$ cat config.mk
export PLATFORM = sky130hd
export DESIGN_NAME = date_check_and_day_span_unit
export DESIGN_NICKNAME = d
export VERILOG_FILES = /design/src/rtl/dcds_pkg.sv /design/src/rtl/dcds_front.sv /design/src/rtl/dcds_queue.sv /design/src/rtl/dcds_back.sv /design/src/rtl/date_check_and_day_span_unit.sv
export SDC_FILE = /design/constraint.sdc
export NUM_CORES = 2
export LEC_CHECK = 0
export BUFFER_PORTS_ARGS = -buffer_cell sky130_fd_sc_hd__buf_2
export CAP_MARGIN = 30
export CORE_MARGIN = 2
export CORE_UTILIZATION = 60
export CTS_CLUSTER_SIZE = 24
export DETAILED_ROUTE_END_ITERATION = 16
export PLACE_DENSITY_LB_ADDON = 0.25
export SYNTH_ARGS = -nofsm -noshare
export SYNTH_HDL_FRONTEND = slang
export SYNTH_HIERARCHICAL = 1
export SYNTH_SLANG_ARGS = --single-unit
$ cat constraint.sdc
create_clock -name clock -period 11.9 [get_ports clock]
set_input_delay 0.595 -clock clock [delete_from_list [all_inputs] [get_ports clock]]
set_output_delay 0.595 -clock clock [all_outputs]
set_load 0.01 [all_outputs]
$ cat src/rtl/dcds_pkg.sv
// ----------------------------------------------------------------------------
// Date check and day span: shared package
// Widths, status codes, the transaction types passed between the front end,
// the queue and the back end, and the calendar tables as functions.
// ----------------------------------------------------------------------------
package dcds_pkg;

   // Field widths of the request and response transactions.
   localparam int YEAR_W   = 14;
   localparam int MONTH_W  = 4;
   localparam int DAY_W    = 5;
   localparam int TOTAL_W  = 22;
   localparam int STATUS_W = 3;

   // Largest year accepted; a larger year is handled like a missing field.
   localparam int MAX_YEAR = 9999;

   // Division by 100 as a multiply by a reciprocal: exact for any 14-bit value.
   localparam int RECIP_100   = 5243;
   localparam int RECIP_W     = 13;
   localparam int RECIP_SHIFT = 19;
   localparam int PROD_W      = YEAR_W + RECIP_W;
   localparam int CENT_W      = PROD_W - RECIP_SHIFT;

   // Day numbers from 1 January of year 1, wide enough for any 14-bit year.
   localparam int DAYNUM_W = 23;
   localparam logic [TOTAL_W-1:0] TOTAL_MAX = '1;

   // Queue between the front end and the back end.
   localparam int QDEPTH = 4;
   localparam int QPTR_W = 2;
   localparam int QCNT_W = 3;

   // Which date a bad month or bad day refers to.
   localparam logic BAD_FIRST = 1'b0;
   localparam logic BAD_LAST  = 1'b1;

   // Month codes used by the calendar tables.
   localparam logic [MONTH_W-1:0] MONTH_FEB = MONTH_W'(2);
   localparam logic [MONTH_W-1:0] MONTH_DEC = MONTH_W'(12);

   typedef enum logic [STATUS_W-1:0] {
      ST_OK          = 3'd0,
      ST_MISSING     = 3'd1,
      ST_BAD_MONTH   = 3'd2,
      ST_BAD_DAY     = 3'd3,
      ST_YEAR_ORDER  = 3'd4,
      ST_MONTH_ORDER = 3'd5,
      ST_DAY_ORDER   = 3'd6
   } status_type;

   // One date as the back end needs it: year minus one and its hundreds.
   typedef struct packed {
      logic [YEAR_W-1:0]  prev_year;
      logic [CENT_W-1:0]  cent;
      logic [MONTH_W-1:0] month;
      logic [DAY_W-1:0]   day;
      logic               leap;
   } date_work_type;

   // A classified transaction waiting in the queue.
   typedef struct packed {
      status_type    status;
      logic          bad_date;
      date_work_type first;
      date_work_type last;
   } job_type;

   // Queue occupancy as seen by the front end and the back end.
   typedef struct packed {
      logic              valid;
      logic [QCNT_W-1:0] count;
   } queue_state_type;

   // Length of a month, or zero for a month code that means nothing.
   function automatic logic [DAY_W-1:0] month_days(input logic [MONTH_W-1:0] month,
                                                   input logic leap);
      logic [DAY_W-1:0] len;
      case (month)
         4'd1:    len = DAY_W'(31);
         4'd2:    len = leap ? DAY_W'(29) : DAY_W'(28);
         4'd3:    len = DAY_W'(31);
         4'd4:    len = DAY_W'(30);
         4'd5:    len = DAY_W'(31);
         4'd6:    len = DAY_W'(30);
         4'd7:    len = DAY_W'(31);
         4'd8:    len = DAY_W'(31);
         4'd9:    len = DAY_W'(30);
         4'd10:   len = DAY_W'(31);
         4'd11:   len = DAY_W'(30);
         4'd12:   len = DAY_W'(31);
         default: len = '0;
      endcase
      return len;
   endfunction

   // Days in the year before the first of a month, common year.
   function automatic logic [8:0] days_before(input logic [MONTH_W-1:0] month);
      logic [8:0] n;
      case (month)
         4'd1:    n = 9'd0;
         4'd2:    n = 9'd31;
         4'd3:    n = 9'd59;
         4'd4:    n = 9'd90;
         4'd5:    n = 9'd120;
         4'd6:    n = 9'd151;
         4'd7:    n = 9'd181;
         4'd8:    n = 9'd212;
         4'd9:    n = 9'd243;
         4'd10:   n = 9'd273;
         4'd11:   n = 9'd304;
         4'd12:   n = 9'd334;
         default: n = 9'd0;
      endcase
      return n;
   endfunction

   // Day number of a valid date, with 1 January of year 1 as day 1.
   function automatic logic [DAYNUM_W-1:0] day_number(input date_work_type w);
      logic [DAYNUM_W-1:0] n;
      logic                feb_done;
      feb_done = (w.month > MONTH_FEB) && w.leap;
      n = DAYNUM_W'(w.prev_year) * DAYNUM_W'(365);
      n = n + DAYNUM_W'(w.prev_year >> 2) - DAYNUM_W'(w.cent) + DAYNUM_W'(w.cent >> 2)
            + DAYNUM_W'(days_before(w.month)) + DAYNUM_W'(feb_done) + DAYNUM_W'(w.day);
      return n;
   endfunction

endpackage

$ cat src/rtl/dcds_front.sv
// ----------------------------------------------------------------------------
// Date check and day span: front end
// Accepts a request, divides both years minus one by 100, then checks both
// dates and their order and pushes the classified transaction into the queue.
// ----------------------------------------------------------------------------
module dcds_front (
   input  logic                             clock,
   input  logic                             reset,
   input  logic                             start,
   output logic                             busy,
   input  logic [dcds_pkg::YEAR_W-1:0]      req_first_year,
   input  logic [dcds_pkg::MONTH_W-1:0]     req_first_month,
   input  logic [dcds_pkg::DAY_W-1:0]       req_first_day,
   input  logic [dcds_pkg::YEAR_W-1:0]      req_last_year,
   input  logic [dcds_pkg::MONTH_W-1:0]     req_last_month,
   input  logic [dcds_pkg::DAY_W-1:0]       req_last_day,
   input  dcds_pkg::queue_state_type        q_state,
   output logic                             push,
   output dcds_pkg::job_type                push_job
);

   // Stage one registers.
   logic                             f1_valid_ff, f1_valid_in;
   logic [dcds_pkg::YEAR_W-1:0]      fy_ff, ly_ff;
   logic [dcds_pkg::MONTH_W-1:0]     fm_ff, lm_ff;
   logic [dcds_pkg::DAY_W-1:0]       fd_ff, ld_ff;
   logic [dcds_pkg::YEAR_W-1:0]      fp_ff, fp_in, lp_ff, lp_in;
   logic [dcds_pkg::CENT_W-1:0]      fc_ff, fc_in, lc_ff, lc_in;
   logic [dcds_pkg::PROD_W-1:0]      fprod, lprod;
   logic                             accept;
   logic [dcds_pkg::QCNT_W:0]        pending;

   // Stage two classification.
   logic                             leap_f, leap_l;
   logic                             missing;
   logic                             month_bad_f, month_bad_l, day_bad_f, day_bad_l;
   dcds_pkg::status_type             status;
   logic                             bad_date;

   // A year is a leap year when divisible by 4 but not by 100, or by 400.
   // Year divisible by 100 shows as year minus one leaving 99 over 100.
   function automatic logic leap_of(input logic [dcds_pkg::YEAR_W-1:0] year,
                                    input logic [dcds_pkg::YEAR_W-1:0] prev,
                                    input logic [dcds_pkg::CENT_W-1:0] cent);
      logic [dcds_pkg::YEAR_W-1:0] rem;
      logic                        century;
      rem = prev - dcds_pkg::YEAR_W'(cent) * dcds_pkg::YEAR_W'(100);
      century = (rem == dcds_pkg::YEAR_W'(99));
      return ((year[1:0] == 2'b00) && !century) || (century && (cent[1:0] == 2'b11));
   endfunction

   // Hold off new transactions while the queue could not take everything in flight.
   always_comb begin
      pending = {1'b0, q_state.count} + {{dcds_pkg::QCNT_W{1'b0}}, f1_valid_ff};
      busy    = reset || (pending >= (dcds_pkg::QCNT_W + 1)'(dcds_pkg::QDEPTH));
      accept  = start && !busy;
   end

   // Year minus one, divided by 100 through its reciprocal.
   always_comb begin
      fp_in       = req_first_year - dcds_pkg::YEAR_W'(1);
      lp_in       = req_last_year - dcds_pkg::YEAR_W'(1);
      fprod       = dcds_pkg::PROD_W'(fp_in) * dcds_pkg::PROD_W'(dcds_pkg::RECIP_100);
      lprod       = dcds_pkg::PROD_W'(lp_in) * dcds_pkg::PROD_W'(dcds_pkg::RECIP_100);
      fc_in       = fprod[dcds_pkg::PROD_W-1:dcds_pkg::RECIP_SHIFT];
      lc_in       = lprod[dcds_pkg::PROD_W-1:dcds_pkg::RECIP_SHIFT];
      f1_valid_in = accept;
   end

   always_ff @(posedge clock) begin
      if (reset) begin
         f1_valid_ff <= 1'b0;
      end else begin
         f1_valid_ff <= f1_valid_in;
      end
   end

   always_ff @(posedge clock) begin
      if (accept) begin
         fy_ff <= req_first_year;
         fm_ff <= req_first_month;
         fd_ff <= req_first_day;
         ly_ff <= req_last_year;
         lm_ff <= req_last_month;
         ld_ff <= req_last_day;
         fp_ff <= fp_in;
         lp_ff <= lp_in;
         fc_ff <= fc_in;
         lc_ff <= lc_in;
      end
   end

   // Field checks, first failing rule wins.
   always_comb begin
      leap_f = leap_of(fy_ff, fp_ff, fc_ff);
      leap_l = leap_of(ly_ff, lp_ff, lc_ff);
      missing = (fy_ff == '0) || (fm_ff == '0) || (fd_ff == '0) ||
                (ly_ff == '0) || (lm_ff == '0) || (ld_ff == '0) ||
                (int'(fy_ff) > dcds_pkg::MAX_YEAR) || (int'(ly_ff) > dcds_pkg::MAX_YEAR);
      month_bad_f = fm_ff > dcds_pkg::MONTH_DEC;
      month_bad_l = lm_ff > dcds_pkg::MONTH_DEC;
      day_bad_f   = fd_ff > dcds_pkg::month_days(fm_ff, leap_f);
      day_bad_l   = ld_ff > dcds_pkg::month_days(lm_ff, leap_l);
      bad_date    = dcds_pkg::BAD_FIRST;
      if (missing) begin
         status = dcds_pkg::ST_MISSING;
      end else if (month_bad_f) begin
         status = dcds_pkg::ST_BAD_MONTH;
      end else if (day_bad_f) begin
         status = dcds_pkg::ST_BAD_DAY;
      end else if (month_bad_l) begin
         status   = dcds_pkg::ST_BAD_MONTH;
         bad_date = dcds_pkg::BAD_LAST;
      end else if (day_bad_l) begin
         status   = dcds_pkg::ST_BAD_DAY;
         bad_date = dcds_pkg::BAD_LAST;
      end else if (fy_ff > ly_ff) begin
         status = dcds_pkg::ST_YEAR_ORDER;
      end else if ((fy_ff == ly_ff) && (fm_ff > lm_ff)) begin
         status = dcds_pkg::ST_MONTH_ORDER;
      end else if ((fy_ff == ly_ff) && (fm_ff == lm_ff) && (fd_ff > ld_ff)) begin
         status = dcds_pkg::ST_DAY_ORDER;
      end else begin
         status = dcds_pkg::ST_OK;
      end
   end

   // Classified transaction into the queue.
   always_comb begin
      push                     = f1_valid_ff;
      push_job.status          = status;
      push_job.bad_date        = bad_date;
      push_job.first.prev_year = fp_ff;
      push_job.first.cent      = fc_ff;
      push_job.first.month     = fm_ff;
      push_job.first.day       = fd_ff;
      push_job.first.leap      = leap_f;
      push_job.last.prev_year  = lp_ff;
      push_job.last.cent       = lc_ff;
      push_job.last.month      = lm_ff;
      push_job.last.day        = ld_ff;
      push_job.last.leap       = leap_l;
   end

endmodule

$ cat src/rtl/dcds_queue.sv
// ----------------------------------------------------------------------------
// Date check and day span: transaction queue
// A short first-in first-out queue of classified transactions between the
// front end and the back end.
// ----------------------------------------------------------------------------
module dcds_queue (
   input  logic                       clock,
   input  logic                       reset,
   input  logic                       push,
   input  dcds_pkg::job_type          push_job,
   input  logic                       pop,
   output dcds_pkg::job_type          head,
   output dcds_pkg::queue_state_type  q_state
);

   dcds_pkg::job_type                 slot_ff [dcds_pkg::QDEPTH];
   logic [dcds_pkg::QPTR_W-1:0]       wr_ptr_ff, wr_ptr_in;
   logic [dcds_pkg::QPTR_W-1:0]       rd_ptr_ff, rd_ptr_in;
   logic [dcds_pkg::QCNT_W-1:0]       count_ff, count_in;
   logic                              do_pop;

   // Pointer and occupancy update.
   always_comb begin
      do_pop    = pop && (count_ff != '0);
      wr_ptr_in = push ? wr_ptr_ff + dcds_pkg::QPTR_W'(1) : wr_ptr_ff;
      rd_ptr_in = do_pop ? rd_ptr_ff + dcds_pkg::QPTR_W'(1) : rd_ptr_ff;
      count_in  = count_ff + dcds_pkg::QCNT_W'(push) - dcds_pkg::QCNT_W'(do_pop);
   end

   always_ff @(posedge clock) begin
      if (reset) begin
         wr_ptr_ff <= '0;
         rd_ptr_ff <= '0;
         count_ff  <= '0;
      end else begin
         wr_ptr_ff <= wr_ptr_in;
         rd_ptr_ff <= rd_ptr_in;
         count_ff  <= count_in;
      end
   end

   // Slot storage.
   always_ff @(posedge clock) begin
      if (push) begin
         slot_ff[wr_ptr_ff] <= push_job;
      end
   end

   always_comb begin
      head          = slot_ff[rd_ptr_ff];
      q_state.valid = count_ff != '0;
      q_state.count = count_ff;
   end

endmodule

$ cat src/rtl/dcds_back.sv
// ----------------------------------------------------------------------------
// Date check and day span: back end
// Takes the oldest queued transaction, forms both day numbers, then their
// inclusive difference, and presents the response for one cycle.
// ----------------------------------------------------------------------------
module dcds_back (
   input  logic                             clock,
   input  logic                             reset,
   input  dcds_pkg::queue_state_type        q_state,
   input  dcds_pkg::job_type                head,
   output logic                             pop,
   output logic                             rsp_valid,
   output logic [dcds_pkg::TOTAL_W-1:0]     rsp_day_total,
   output logic [dcds_pkg::STATUS_W-1:0]    rsp_status,
   output logic                             rsp_bad_date
);

   logic                              b1_valid_ff, b1_valid_in;
   dcds_pkg::status_type              b1_status_ff;
   logic                              b1_bad_ff;
   logic [dcds_pkg::DAYNUM_W-1:0]     b1_first_ff, b1_first_in, b1_last_ff, b1_last_in;

   logic                              out_valid_ff, out_valid_in;
   logic [dcds_pkg::TOTAL_W-1:0]      out_total_ff, out_total_in;
   dcds_pkg::status_type              out_status_ff;
   logic                              out_bad_ff;
   logic [dcds_pkg::DAYNUM_W-1:0]     span;

   // The back end never stalls, so it drains one transaction per cycle.
   always_comb begin
      pop         = q_state.valid;
      b1_valid_in = q_state.valid;
      b1_first_in = dcds_pkg::day_number(head.first);
      b1_last_in  = dcds_pkg::day_number(head.last);
   end

   always_ff @(posedge clock) begin
      if (reset) begin
         b1_valid_ff  <= 1'b0;
         out_valid_ff <= 1'b0;
      end else begin
         b1_valid_ff  <= b1_valid_in;
         out_valid_ff <= out_valid_in;
      end
   end

   always_ff @(posedge clock) begin
      if (q_state.valid) begin
         b1_status_ff <= head.status;
         b1_bad_ff    <= head.bad_date;
         b1_first_ff  <= b1_first_in;
         b1_last_ff   <= b1_last_in;
      end
   end

   // Inclusive span, saturated to the output width; zero for any rejection.
   always_comb begin
      out_valid_in = b1_valid_ff;
      span         = b1_last_ff - b1_first_ff + dcds_pkg::DAYNUM_W'(1);
      if (b1_status_ff != dcds_pkg::ST_OK) begin
         out_total_in = '0;
      end else if (span > dcds_pkg::DAYNUM_W'(dcds_pkg::TOTAL_MAX)) begin
         out_total_in = dcds_pkg::TOTAL_MAX;
      end else begin
         out_total_in = span[dcds_pkg::TOTAL_W-1:0];
      end
   end

   always_ff @(posedge clock) begin
      if (b1_valid_ff) begin
         out_total_ff  <= out_total_in;
         out_status_ff <= b1_status_ff;
         out_bad_ff    <= b1_bad_ff;
      end
   end

   always_comb begin
      rsp_valid     = out_valid_ff;
      rsp_day_total = out_total_ff;
      rsp_status    = out_status_ff;
      rsp_bad_date  = out_bad_ff;
   end

endmodule

$ cat src/rtl/date_check_and_day_span_unit.sv
// ----------------------------------------------------------------------------
// Date check and day span unit
// Checks a start and an end Gregorian date and returns the inclusive number
// of days between them, or a status code naming the rejected field.
// ----------------------------------------------------------------------------
//   Channel   Ports                           Handshake
//   request   req_first_*, req_last_*         start high, busy low at the edge
//   response  rsp_day_total, rsp_status,      rsp_valid high for one cycle
//             rsp_bad_date
//
// One transaction can be accepted every cycle while busy is low. Each response
// passes the divide stage, check and queue, day numbers and difference
// registers in turn, and responses leave in request order.
// Reset is synchronous and active high; busy stays high while reset is high.
// The response side cannot stall, so the queue drains one transaction per
// cycle and busy rises only if the queue and the divide stage together
// could overfill it.
// ----------------------------------------------------------------------------
module date_check_and_day_span_unit (
   input  logic                             clock,
   input  logic                             reset,
   input  logic                             start,
   output logic                             busy,
   input  logic [dcds_pkg::YEAR_W-1:0]      req_first_year,
   input  logic [dcds_pkg::MONTH_W-1:0]     req_first_month,
   input  logic [dcds_pkg::DAY_W-1:0]       req_first_day,
   input  logic [dcds_pkg::YEAR_W-1:0]      req_last_year,
   input  logic [dcds_pkg::MONTH_W-1:0]     req_last_month,
   input  logic [dcds_pkg::DAY_W-1:0]       req_last_day,
   output logic                             rsp_valid,
   output logic [dcds_pkg::TOTAL_W-1:0]     rsp_day_total,
   output logic [dcds_pkg::STATUS_W-1:0]    rsp_status,
   output logic                             rsp_bad_date
);

   logic                       push;
   logic                       pop;
   dcds_pkg::job_type          push_job;
   dcds_pkg::job_type          head;
   dcds_pkg::queue_state_type  q_state;

   // Front end: accept and classify.
   dcds_front u_front (
      .clock           (clock),
      .reset           (reset),
      .start           (start),
      .busy            (busy),
      .req_first_year  (req_first_year),
      .req_first_month (req_first_month),
      .req_first_day   (req_first_day),
      .req_last_year   (req_last_year),
      .req_last_month  (req_last_month),
      .req_last_day    (req_last_day),
      .q_state         (q_state),
      .push            (push),
      .push_job        (push_job)
   );

   // Queue between the two halves.
   dcds_queue u_queue (
      .clock    (clock),
      .reset    (reset),
      .push     (push),
      .push_job (push_job),
      .pop      (pop),
      .head     (head),
      .q_state  (q_state)
   );

   // Back end: day numbers and response.
   dcds_back u_back (
      .clock         (clock),
      .reset         (reset),
      .q_state       (q_state),
      .head          (head),
      .pop           (pop),
      .rsp_valid     (rsp_valid),
      .rsp_day_total (rsp_day_total),
      .rsp_status    (rsp_status),
      .rsp_bad_date  (rsp_bad_date)
   );

endmodule

==> impl_metrics.toml <==
[yosys]
ys_top_cells_by_area = "edfxtp_1, ha_1, fa_1, inv_1, mux4_2"
synth.yosys.seq_area_share_pct = 36.4
netlist.top_cell.by_area = "edfxtp_1"
synth.lib_cells_used.distinct = 96
synth_flop_cell = "edfxtp_1"
ys_warn_count = 6
synth.ff_latch_count = 450
postSynthAreaPerCell_um2 = 12.6
syn_area_um2 = 36800
ys_top_cells_by_count = "inv_1, ha_1, edfxtp_1, fa_1, nor2_1"
synthDominantCellAreaShare_pct = 35.8
syn_inst = 2911
syn_nets = 3858
number_of_enable_type_register_cells_in_the_synthesized_netlist = 438
synthArstFlopShare_pct = 0
most_common_cell_in_the_synthesized_netlist = "inv_1"

[layout]
fin_nets = 3969
fillCellCount = 4450
n_antenna_cell = 0
multiInputGateArea_um2 = 20800
drive_gt1_share_pct = 9.62
final-seq-area_um2 = 13400
post-route-util_pct = 65.6
synthToLayoutAreaGrowth_pct = 7.91

[setup_path]
critical_path_capture_point_type = "flop"
crit_slowest_cell = "dfxtp_4"
critPathArrivalTime_ns = 8.02
critical-path-top-cell-by-count = "fa_1"
timing.critical_path.required_ns = 12.23
cp_slowest_stage_delay_ns = 0.72
worstPathBufferInverterCount = 5
cp_max_fo = 40
timing.critical_path.cells = "buf_4 -> mux4_2 -> inv_1 -> fa_1 -> inv_1 -> fa_1 -> ha_1 -> inv_1 -> fa_1 -> fa_1 -> fa_1 -> inv_1 -> fa_1 -> a21oi_1 -> o21ai_0 -> a21oi_1 -> o21ai_0 -> a31o_2 -> a21oi_1 -> mux2i_1 -> o2111ai_1"
startpoint_type = "flop"
critical_path.top_delay_family = "adder cells"
worstSetupPathType = "reg2reg"

[route]
wl_met3_um = 3350
detail_route.iter0.violations = 1331
drtAntennaViolNets = 0
dr.max_layer_used = "met4"
routed_wire_length_per_instance_um = 18.8
post-route-drc-count = 0
met1_wire_length_um = 32000
wl_met2_um = 34900
routed_via_density = 5.67
drt-pass1-iter-count = 5
totalWireLength_um = 72200
vias_post_dr = 21800

[run_status]
run_status = "complete, no violations"

[timing]
final_max_slew_viol_count = 0
worst_hold_slack_ns = 0.173
report.final.hold_viol_count = 0
tns_ns = 0
max-slew-margin-rel_pct = 35.0
grt_setup_unrepaired = "false"
post-route-worst-setup-slack_ns = 4.21
final_critical_path_share_of_the_clock_period_pct = 64.6
min_period_ns = 7.69
max_freq_mhz = 130
setup_viol = 0
worst_pin_slew_ns = 0.976
clock_skew_ns = 0.0133

[floorplan]
row_count = 90
design.die.area_um2 = 63300
initial_util_pct = 60.8
dieWidth_um = 252
core_area_um2 = 60500
io_pins = 77
die_height_um = 252

[global_route]
grt_ovf = 0
groute.usage.overall_pct = 23.7
first_global_vias = 23500
pin_count_of_the_biggest_net_entering_global_routing = 77
grt_pass1_wl_um = 119000
number_of_antenna_violations_at_the_first_check_in_global_routing = 0

[placed_design]
gpl.final_weighted_congestion = 0.920
portBuffers = 76
placement.setup.worst_slack_ns = 4.15
detailed_place_hpwl_um = 57600

[clock_tree]
cts_inserted_buffers = 48
max-clock-path-buffers = 3
cts_hold_repair.buffers = 0
insertion_delay_ns = 0.60
htree_levels = 2
post-cts-setup-buffer-count = 0
ctsResizeCount = 0
root_buffer_master = "clkbuf_16"
tritoncts = "done"
numClockSinks = 450
cts.reportedPaths.clkPinSlew_ns = 0.07

[worst_hold_path]
class_of_the_tightest_hold_or_removal_check = "in2reg"

[flow_run]
max-cap-violations = 0
-- flip-flops by register name (all words and copies together), names as in the netlist, 3 cells and up, named ones only --
register and count:
u_back/b1_first_ff 23, u_back/rsp_status 3, u_front/fc_ff 8, u_queue/slot_ff 272
u_front/ly_ff 14, u_front/fm_ff 4, u_back/b1_status_ff 3, u_front/fd_ff 5
u_front/lc_ff 8, u_front/ld_ff 5, u_back/rsp_day_total 22, u_front/lp_ff 14
u_queue/count_ff 3, u_front/lm_ff 4, u_front/fy_ff 14, u_back/b1_last_ff 23
u_front/fp_ff 14
-- layout make-up --
| type | count | area share (%) |
|---|---|---|
| inverters | 619 | 5.85 |
| multi-input cells | 1809 | 52.5 |
| clock buffers | 56 | 3.10 |
| repair buffers | 94 | 1.45 |
| flip-flops and latches | 450 | 33.8 |
| clock inverters | 29 | 0.848 |
| well taps | 782 | 2.47 |
-- kinds of logic after synthesis --
kind of cell	count (synthesis)	synth area share [%]
AOI/OAI and AO/OA	327	6.41
xor gates and xnor gates	133	3.25
adders and majority gates	898	37.0
buffers and inverters	652	6.95
DFF	450	36.4
muxes	91	4.85
and+or+nand+nor	360	5.14
-- per-layer routing --
metal  vias up  GRT usage (%)
met5         -              0
met4         0           7.35
met3       106           3.45
met2       525           40.0
met1     10900           31.9
li1      10300              -
-- through the flow --
step                      instances  area, um2
after floorplan                2911      36800
after global placement         3748      38000
after detailed placement       3750      38100
after CTS                      3835      39600
after global routing           3839      39700
final                          3839      39700
-- cell usage in the layout, fill, tap and decap left out, types with 12 or more instances in the layout --
cell type,count
a31oi_2,12
nor2b_1,24
nand2_1,79
fa_1,316
edfxtp_1,438
ha_1,582
clkbuf_16,48
a31oi_1,18
nand4_1,14
nor2_1,85
a21oi_1,79
mux2i_1,15
inv_1,618
o21a_1,17
buf_4,15
xnor2_1,84
mux4_2,69
buf_2,76
nor3_1,19
nand3_1,36
o21ai_0,46
xor2_1,47
a21o_1,42
nor4_1,14
-- path summary, 6_finish.rpt --
check,start,slack [ns],end,cells past startpoint
worst max-delay path,flop,4.21,u_back/b1_last_ff[19]$_DFFE_PP_,21
worst min-delay path,req_first_day[3],0.17,u_front/fd_ff[3]$_DFFE_PP_,1
worst max register to register,flop,4.21,u_back/b1_last_ff[19]$_DFFE_PP_,21
worst min register to register,u_back/b1_bad_ff$_DFFE_PP_,0.51,u_back/rsp_bad_date$_DFFE_PP_,0
Power is left out: the tool's default activity adds up to more than one toggle a clock period on the data nets, which glitch-free logic cannot reach.
